--- src/hdl/stereo_sad_disparity_macros.svh ---
// Assertion macros used by the stereo disparity top level.
`ifndef STEREO_SAD_DISPARITY_MACROS_SVH
`define STEREO_SAD_DISPARITY_MACROS_SVH

// Check a condition in the same cycle; uses the enclosing clk and arst_n.
`define SSD_ASSERT_SAME(lbl, ante, cons, msg) \
	lbl: assert property (@(posedge clk) disable iff (!arst_n) (ante) |-> (cons)) \
		else $error(msg);

// Check a condition in the cycle after the trigger.
`define SSD_ASSERT_NEXT(lbl, ante, cons, msg) \
	lbl: assert property (@(posedge clk) disable iff (!arst_n) (ante) |=> (cons)) \
		else $error(msg);

`endif

--- src/hdl/ssd_pkg.sv ---
// Shared constants, types and command/status structs of the stereo disparity block.
`timescale 1ns / 1ps
`default_nettype none
package ssd_pkg;
	localparam int MAX_WIDTH   = 1024;
	localparam int MIN_WIDTH   = 16;
	localparam int MIN_HEIGHT  = 16;
	localparam int MAX_DISP    = 64;
	localparam int MIN_DISP    = 3;
	localparam int MAX_WINDOW  = 15;
	localparam int MIN_WINDOW  = 3;
	localparam int LINE_ROWS   = 2 * (MAX_WINDOW / 2) + 2;
	localparam int SLOT_W      = $clog2(LINE_ROWS);
	localparam int COL_W       = $clog2(MAX_WIDTH);
	localparam int PIX_W       = 8;
	localparam int COST_W      = 16;
	localparam logic [COST_W-1:0] COST_OUTSIDE = '1;
	localparam int PCT_SCALE   = 100;
	localparam int SCALE_NUM   = 256;
	localparam int SCALE_W     = $clog2(SCALE_NUM) + 1;
	localparam int Q_W         = 8;
	localparam int PROD_W      = 24;
	localparam int PART_W      = PIX_W + $clog2(LINE_ROWS / 2);

	localparam int W_W         = 11;
	localparam int H_W         = 12;
	localparam int DMIN_W      = 6;
	localparam int CNT_W       = 7;
	localparam int WIN_W       = 4;
	localparam int HALF_W      = 3;
	localparam int LR_W        = 6;
	localparam int PCT_W       = 8;
	localparam int DISP_W      = 8;
	localparam int IDX_W       = CNT_W;
	localparam int N_W         = DMIN_W;
	localparam int COFF_W      = WIN_W;
	localparam int XC_W        = 13;
	localparam int PIXCNT_W    = 22;
	localparam int LAG_W       = HALF_W + 1 + W_W;

	localparam int APB_AW      = 5;
	localparam int APB_DW      = 32;
	localparam int S_DATA_W    = 2 * PIX_W;
	localparam int M_DATA_W    = DISP_W;

	typedef struct packed {
		logic [W_W-1:0]    width;
		logic [H_W-1:0]    height;
		logic [DMIN_W-1:0] dmin;
		logic [CNT_W-1:0]  count;
		logic [HALF_W-1:0] half;
		logic [LR_W-1:0]   lr;
		logic [PCT_W-1:0]  pct;
	} cfg_t;

	typedef struct packed {
		logic [COL_W-1:0] x;
		logic [H_W-1:0]   y;
	} job_t;

	typedef struct packed {
		logic              en;
		logic [SLOT_W-1:0] slot;
		logic [COL_W-1:0]  col;
		logic [PIX_W-1:0]  lpix;
		logic [PIX_W-1:0]  rpix;
	} wr_t;

	typedef struct packed {
		logic init;
		logic cost_start;
		logic issue;
		logic rev;
		logic fwd_upd;
		logic rev_init;
		logic rev_upd;
		logic rev_skip;
		logic check;
	} cmd_t;

	typedef struct packed {
		logic border;
		logic fwd_done;
		logic rev_done;
		logic outside;
		logic col_last;
		logic div_done;
	} sts_t;
endpackage
`default_nettype wire

--- src/hdl/ssd_ctrl.sv ---
// Sequencer for the forward search, reverse check and result hand-off.
`timescale 1ns / 1ps
`default_nettype none
module ssd_ctrl (
	input  logic          clk,
	input  logic          arst_n,
	input  logic          start,
	input  logic          out_free,
	input  ssd_pkg::sts_t sts,
	output ssd_pkg::cmd_t cmd,
	output logic          idle,
	output logic          load
);
	import ssd_pkg::*;

	typedef enum logic [9:0] {
		ST_IDLE     = 10'b0000000001,
		ST_SETUP    = 10'b0000000010,
		ST_ISSUE    = 10'b0000000100,
		ST_WAIT1    = 10'b0000001000,
		ST_WAIT2    = 10'b0000010000,
		ST_UPDATE   = 10'b0000100000,
		ST_REV_INIT = 10'b0001000000,
		ST_CHECK    = 10'b0010000000,
		ST_RESULT   = 10'b0100000000,
		ST_SPARE    = 10'b1000000000
	} state_t;

	state_t state_q, state_nxt;
	logic   rev_q, rev_nxt;

	always_comb begin
		state_nxt = state_q;
		rev_nxt   = rev_q;
		cmd       = '0;
		cmd.rev   = rev_q;
		idle      = 1'b0;
		load      = 1'b0;
		case (state_q)
			ST_IDLE: begin
				idle = 1'b1;
				if (start) begin
					cmd.init  = 1'b1;
					rev_nxt   = 1'b0;
					state_nxt = sts.border ? ST_CHECK : ST_SETUP;
				end
			end
			ST_SETUP: begin
				if (!rev_q) begin
					if (sts.fwd_done) begin
						state_nxt = ST_REV_INIT;
					end else begin
						cmd.cost_start = 1'b1;
						state_nxt      = ST_ISSUE;
					end
				end else if (sts.rev_done) begin
					state_nxt = ST_CHECK;
				end else if (sts.outside) begin
					cmd.rev_skip = 1'b1;
				end else begin
					cmd.cost_start = 1'b1;
					state_nxt      = ST_ISSUE;
				end
			end
			ST_ISSUE: begin
				cmd.issue = 1'b1;
				if (sts.col_last) begin
					state_nxt = ST_WAIT1;
				end
			end
			ST_WAIT1: begin
				state_nxt = ST_WAIT2;
			end
			ST_WAIT2: begin
				state_nxt = ST_UPDATE;
			end
			ST_UPDATE: begin
				cmd.fwd_upd = !rev_q;
				cmd.rev_upd = rev_q;
				state_nxt   = ST_SETUP;
			end
			ST_REV_INIT: begin
				cmd.rev_init = 1'b1;
				rev_nxt      = 1'b1;
				state_nxt    = ST_SETUP;
			end
			ST_CHECK: begin
				if (sts.div_done || sts.border) begin
					cmd.check = 1'b1;
					state_nxt = ST_RESULT;
				end
			end
			ST_RESULT: begin
				if (out_free) begin
					load      = 1'b1;
					state_nxt = ST_IDLE;
				end
			end
			default: begin
				state_nxt = ST_IDLE;
			end
		endcase
	end

	always_ff @(posedge clk or negedge arst_n) begin
		if (!arst_n) begin
			state_q <= ST_IDLE;
			rev_q   <= 1'b0;
		end else begin
			state_q <= state_nxt;
			rev_q   <= rev_nxt;
		end
	end
endmodule
`default_nettype wire

--- config.mk ---
export PLATFORM = sky130hd
export DESIGN_NAME = ssd_ctrl
export DESIGN_NICKNAME = d
export VERILOG_FILES = /design/src/hdl/stereo_sad_disparity_macros.svh /design/src/hdl/ssd_pkg.sv /design/src/hdl/ssd_ctrl.sv
export SDC_FILE = /design/constraint.sdc
export NUM_CORES = 1
export LEC_CHECK = 0
export BUFFER_PORTS_ARGS = -buffer_cell sky130_fd_sc_hd__buf_2
export CORE_MARGIN = 1
export CORE_UTILIZATION = 49
export CTS_CLUSTER_DIAMETER = 100
export CTS_CLUSTER_SIZE = 20
export DETAILED_ROUTE_END_ITERATION = 8
export PLACE_DENSITY = 0.75
export SYNTH_ARGS = -nofsm -noshare
export SYNTH_HDL_FRONTEND = slang
export SYNTH_SLANG_ARGS = --single-unit
--- constraint.sdc ---
create_clock -name clk -period 2.5 [get_ports clk]
set_clock_uncertainty 0.05 [all_clocks]
set_input_delay 0.25 -clock clk [delete_from_list [all_inputs] [get_ports clk]]
set_output_delay 0.25 -clock clk [all_outputs]
set_load 0.05 [all_outputs]
---- Word level (Yosys, flattened, before mapping) ----
Index checks and enable logic that the tools add are counted.
operators by class
  equal/unequal tests ..................... 14
  mux-type cells .......................... 32
  reductions and logical operators ........ 6
operator list
  operator                                         number
  one-hot mux 10 bit (8 select lines)              1
  2-to-1 mux 10 bit                                7
  2-to-1 mux 1 bit                                 21
  == test 10 x 1 -> 1 bit (second input constant)  1
  == test 10 x 2 -> 1 bit (second input constant)  1
  == test 10 x 3 -> 1 bit (second input constant)  1
  == test 10 x 4 -> 1 bit (second input constant)  1
  == test 10 x 5 -> 1 bit (second input constant)  1
  == test 10 x 6 -> 1 bit (second input constant)  1
  == test 10 x 7 -> 1 bit (second input constant)  1
  == test 10 x 8 -> 1 bit (second input constant)  1
  == test 10 x 9 -> 1 bit (second input constant)  1
  2-to-1 mux 8 bit                                 1
  != test 2 bit (second input constant)            4
  2-to-1 mux 7 bit                                 1
  AND reduction 5 bit                              1
  != test 4 bit (second input constant)            1
  one-hot mux 1 bit (2 select lines)               1
  AND reduction 2 bit                              1
  nonzero test 2 bit                               1
  OR reduction 2 bit                               1
  zero test 1 bit                                  1
  logical OR 1 bit                                 1
word-level totals
  bits in registers ....................... 11
  output and inout bits ................... 11
  logic and storage cells ................. 54

---- Longest topological paths before layout ----
Gate-level depths: netlist of the first run.
  word-level depth ........................ 4
  mapped depth ............................ 6
  mapped depth without buffers ............ 6

---- Least setup slack after synthesis of the first run ----
Ideal clock, no wire load.
  kind .................................... reg2out
  from .................................... register state_q[1]
  to ...................................... output port load
  data arrival time ....................... 2475 ps
  data required time ...................... 2200 ps
  setup slack ............................. -275 ps
  stages on the path, launching flop included .. 3
  cell sequence ........................... dfrtp_1 > or4_4 > nor4_1
on the way
  word-level cells in the longest chain between the ends .. 2
ends and longest elaborated chain
  what                      line             source
  start: declaration        ssd_ctrl.sv:29   state_t state_q, state_nxt;
  start signal: assignment  ssd_ctrl.sv:110  state_q <= state_nxt;
  == test 10 x 9 -> 1 bit   ssd_ctrl.sv:39   case (state_q)
  2-to-1 mux 1 bit          ssd_ctrl.sv:39
  end: declaration          ssd_ctrl.sv:12   output logic load
Every way passes these cells.

==> results of run 1 <==
## metrics by stage
stage	cell area, um^2	hold slack, ns
2_1_floorplan	701	-0.0956
3_3_place_gp	815	0.0766
3_5_place_dp	815	0.0775
4_1_cts	893	0.193
5_1_grt	927	0.183
6_report	927	0.193
## metal layers
layer / vias up / routed length (um)
met2: 35 / 945
met3: 5 / 123
met1: 349 / 789
met4: 0 / 34
met5: - / 0
li1: 341 / -
## cell usage after synthesis (all sizes together) (2+ instances only)
cell,number,share of area [%]
nor2,10,5.5
dfrtp,9,33
o21ai,6,4.4
nand3,5,4.4
nor3,5,4.4
nand2b,4,3.6
nor4,4,5.8
and3,3,2.7
buf,3,2.9
or4,3,4.9
a21o,2,2.2
and2,2,1.8
inv,2,1.1
nand2,2,1.1
o21a,2,2.2
or4b,2,2.9
## power breakdown
part	switching [mW]	leakage, nW	internal [mW]
clock	0.0693	0.0210	0.0888
combinational	0.337	0.329	0.209
sequential	0.0452	0.134	0.202
total	0.451	0.484	0.501
## registers in the layout, summed over array words and instances (netlist names)
register / flops
rev_q: 1
state_q: 9
## what timing repair did
item                                   4_1_cts  5_1_grt
hold buffers                                 1        0
resized for setup                            6        5
endpoints found under the hold margin        9        0
pin swaps                                    1        2
setup endpoints to repair                    2        4
buffers inserted                             2        2
## worst register-to-register path, cell delays in order (launching register included)
cell and delay, ns:
dfrtp_1 0.39, buf_4 0.16, or4b_1 0.61, nor4_4 0.30
a211oi_1 0.13, and3_1 0.24, o21a_1 0.17
## layout make-up
type / instances / area [um^2] / area share [%]
repair buffers: 27 / 176 / 19.0
inverters: 2 / 7.51 / 0.810
multi-input cells: 62 / 437 / 47.1
well taps: 15 / 18.8 / 2.02
clock buffers: 4 / 36.3 / 3.91
flip-flops and latches: 10 / 251 / 27.1
## logic make-up (layout without fill, tap and decap cells)
family | Yosys count | after routing | share of synthesized area [%]
AND/OR/NAND/NOR | 47 | 47 | 45.1
buffers and inverters | 5 | 33 | 4.00
AO/OA/AOI/OAI | 14 | 14 | 13.1
XOR/XNOR | 1 | 1 | 1.27
flip-flops | 10 | 10 | 36.5
## how the worst min path moves through the flow
stage | end | slack [ns] | depth (start not counted)
floorplan | rev_q$_DFFE_PN0P_ | -0.1 | 0
detailed placement | state_q[5]$_DFFE_PN0P_ | 0.08 | 1
global placement | state_q[7]$_DFFE_PN0P_ | 0.08 | 1
global route | state_q[6]$_DFFE_PN0P_ | 0.18 | 2
finish | state_q[6]$_DFFE_PN0P_ | 0.19 | 2
CTS | state_q[6]$_DFFE_PN0P_ | 0.19 | 2
==> results.cfg, run 1 <==
[finish]
instances_no_fill = 120
fin_nets = 116
diodes = 0
final_cell_mix = 16 x buf_2, 9 x dfrtp_1, 8 x nor2_1
nFillCells = 104
final_core_util_pct = 71.3
areaGrowthSynthToFinish_pct = 34.7
layout_commonest_cell = buf_2
drive_above_1_share_pct = 40.0

[clock_network]
ctsRootBufferMaster = clkbuf_4
htree_levels = 1
clk_pin_slew_ns = 0.07
cts_sinks = 10
cts_tree = yes
cts_buffer_depth = 2
cts_made_buffers = 3
clk_latency_ns = 0.28

[sta]
fin_ws_ns = -0.000676
max_freq_mhz = 400
drv_slew = 0
slew_headroom_pct = 72.2
hold_viol = 0
grt_setup_unrepaired = true
tns_ns = -0.000676
setup_viol = 1
fin_crit_ns = 2.50
worst_slew_pin_slew_ns = 0.415
fin_crit_sh_pct = 100

[setup_path]
r2r.worst_path.cells = 6
reg2reg_slack_ns = 0.35
critPathCaptureType = output pin
cp_common_cell = or4_4
crit_path_end = cmd[2]
crit_chain = or4_4, or4_4, or2_4, nor2_4, buf_8
timing.rr.end = state_q[8]$_DFFE_PN0P_
cp_num_buf_inv = 1
cp.required_ns = 2.20
cp_top_family = simple AND/OR/NAND/NOR gates
start_kind = flop
arrival_ns = 2.20
startpoint = state_q[2]$_DFFE_PN0P_
critPathKind = flop to output pin
crit_fanout = 3
cpPeakStageDelay_ns = 0.54
crit_cells = 5
regToRegStartpoint = state_q[2]$_DFFE_PN0P_
slowest_stage = or4_4

[detailed_routing]
dr.pass1.iters = 4
vias = 730
drt-total-wl_um = 1890
drt_first_iter_violations = 41
via_per_inst = 6.08
drtAntennaViolNets = 0
wl_per_cell_um = 15.8
drc = 0

[hold_path]
holdCritStartpoint = sts[4]
min_path_type = input port to flop

[synth]
synth_edf_count = 0
synth_ff_type = dfrtp_1
netlist_area_um2 = 688
synth_warnings = 0
yosysSeqAreaShare_pct = 36.5
ys_seq_elements = 10
async_flop_share_pct = 100
syn_nets = 87
avgSynthCellArea_um2 = 8.94
yosysUniqueCellTypes = 33
syn_inst = 77

[die]
initial_core_util_pct = 52.9
core_area_um2 = 1300
chipWidth_um = 39.5
die_y_um = 39.5
dieArea_um2 = 1560
num_rows = 13
io_pins = 21

[power]
leakagePower_nw = 0.484
power.density_nw_per_um2 = 1030
report.power.total_mw = 0.952
vdd_drop_max_mv = 0.646

[grt]
grt_pass1_vias = 548
grt_usage_pct = 26.3
gr-usage-met2_pct = 38.1
grt_max_degree = 11
grt-ovfl-total = 0
grt_use_met1_pct = 33.7
grt_busiest_layer = met2
use_met3_pct = 11.4
grt_pass1_wl_um = 2530
grt_antenna_before_repair = 0

[outcome]
status = finished, violations left
violations = negative setup slack

[placement]
hpwl_um = 1290
dp_slack_ns = 0.128
dpl.cell_count = 111
gp_congestion = 0.762
numPortBuffers = 20

[flow_run]
drv_cap = 0
(Power assumes the default switching activity.)
==> run 2: changes to the inputs <==
--- a/config.mk
+++ b/config.mk
@@ -6,12 +6,14 @@
 export NUM_CORES = 1
 export LEC_CHECK = 0
 export BUFFER_PORTS_ARGS = -buffer_cell sky130_fd_sc_hd__buf_2
+export CAP_MARGIN = 40
 export CORE_MARGIN = 1
 export CORE_UTILIZATION = 49
 export CTS_CLUSTER_DIAMETER = 100
 export CTS_CLUSTER_SIZE = 20
 export DETAILED_ROUTE_END_ITERATION = 8
 export PLACE_DENSITY = 0.75
+export SKIP_LAST_GASP = 1
 export SYNTH_ARGS = -nofsm -noshare
 export SYNTH_HDL_FRONTEND = slang
 export SYNTH_SLANG_ARGS = --single-unit
==> results.cfg, run 2 (synthesis results as in run 1) <==
[setup_path]
critPathKind = flop to output pin
regToRegStartpoint = state_q[2]$_DFFE_PN0P_
reg2reg_slack_ns = 0.33
crit_fanout = 8
arrival_ns = 2.20
startpoint = state_q[0]$_DFFE_PN1P_
slowest_stage = or4_4
cpPeakStageDelay_ns = 0.52
crit_chain = or4_4, or4_4, or2_4, nor2_4, buf_8
start_kind = flop
critPathCaptureType = output pin
cp_common_cell = or4_4
cp.required_ns = 2.20

[finish]
diodes = 0
largestRegisters = state_q (9), rev_q (1)
layout_commonest_cell = buf_2
largest-register = state_q
final_cell_mix = 17 x buf_2, 9 x dfrtp_1, 8 x nor2_1
fin_nets = 116
instances_no_fill = 120
areaGrowthSynthToFinish_pct = 34.4
drive_above_1_share_pct = 40.0
largest_reg_flops = 9

[clock_network]
cts_tree = yes
cts_made_buffers = 3
cts_buffer_depth = 2
clk_latency_ns = 0.28
clk_pin_slew_ns = 0.08
htree_levels = 1
cts_sinks = 10
ctsRootBufferMaster = clkbuf_4

[sta]
drv_slew = 0
hold_viol = 0
setup_viol = 1
tns_ns = -0.000645
timing.hold.ws_ns = 0.196
worst_slew_pin_slew_ns = 0.436
fin_ws_ns = -0.000645
slew_headroom_pct = 70.7
fin_crit_sh_pct = 100
fin_crit_ns = 2.50
max_freq_mhz = 400
grt_setup_unrepaired = true

[die]
dieArea_um2 = 1560
io_pins = 21
initial_core_util_pct = 52.9
die_y_um = 39.5
core_area_um2 = 1300
chipWidth_um = 39.5
num_rows = 13

[placement]
numPortBuffers = 20
gp_congestion = 0.762
hpwl_um = 1290
dp_slack_ns = 0.128
dpl.cell_count = 111

[grt]
grt_pass1_vias = 548
grt-ovfl-total = 0
grt_antenna_before_repair = 0
grt_max_degree = 11
grt_usage_pct = 26.3
grt_pass1_wl_um = 2530

[detailed_routing]
vias = 726
wl_per_cell_um = 15.9
drt_first_iter_violations = 30
dr.pass1.iters = 4
drt-total-wl_um = 1910
drtAntennaViolNets = 0
drc = 0
via_per_inst = 6.05

[hold_path]
holdCritStartpoint = sts[4]
min_path_type = input port to flop

[power]
power.density_nw_per_um2 = 1030
leakagePower_nw = 0.485
vdd_drop_max_mv = 0.652

[flow_run]
drv_cap = 0

[outcome]
violations = negative setup slack
status = finished, violations left
[run 2: cell count changes in the layout (fill, tap and decap cells not counted)]
cell | before | now
buf_2 | 16 | 17
clkbuf_4 | 5 | 4
[run 2: what timing repair did]
item                                   in CTS  in global routing
setup endpoints to repair                   2                  4
endpoints found under the hold margin       9                  0
buffers inserted                            2                  2
pin swaps                                   1                  2
gates resized for setup                     6                  4
hold buffers                                1                  0
[run 2: worst paths after layout]
path | to | depth (start not counted)
worst max-delay path | cmd[2] | 5
worst min-delay path | state_q[6]$_DFFE_PN0P_ | 2
worst max register to register | state_q[8]$_DFFE_PN0P_ | 6
worst min register to register | state_q[5]$_DFFE_PN0P_ | 2
max in group asynchronous | state_q[0]$_DFFE_PN1P_ | 2
min in group asynchronous | state_q[7]$_DFFE_PN0P_ | 2
[run 2: metal layers]
layer / vias to the layer above / track usage, % / share of wire (%)
met5: - / 0 / 0
met4: 0 / 10.3 / 1.4
met3: 4 / 11.4 / 7.0
met2: 30 / 38.1 / 52
met1: 348 / 33.7 / 40
li1: 344 / - / -
[run 2: where the power goes]
group          switching (mW)  internal (mW)
Sequential             0.0448          0.202
Clock                  0.0699         0.0887
Combinational           0.338          0.209
Total                   0.453          0.500
[run 2: critical path, delay by kind of cell (launching register included)]
kind	cells	cell delay, ns
flops	1	0.40
buf+inv	1	0.15
simple gates	4	1.35
[run 2: stage by stage]
stage / util [%] / power (mW) / instance area, um^2
final: 71.1 / 0.953 / 925
after global routing: 71.1 / 1.01 / 925
after CTS: 68.7 / 0.927 / 893
after detailed placement: 62.6 / 0.745 / 815
after global placement: 62.6 / 0.733 / 815
after floorplan: - / 0.640 / 701
[run 2: cell type report]
| cell class | count | area [um^2] |
|---|---|---|
| inverter | 2 | 7.51 |
| multi-input combinational | 62 | 437 |
| timing repair buffer | 27 | 174 |
| sequential | 10 | 251 |
| clock buffer | 4 | 36.3 |
| fill | 106 | 377 |
| tap | 15 | 18.8 |
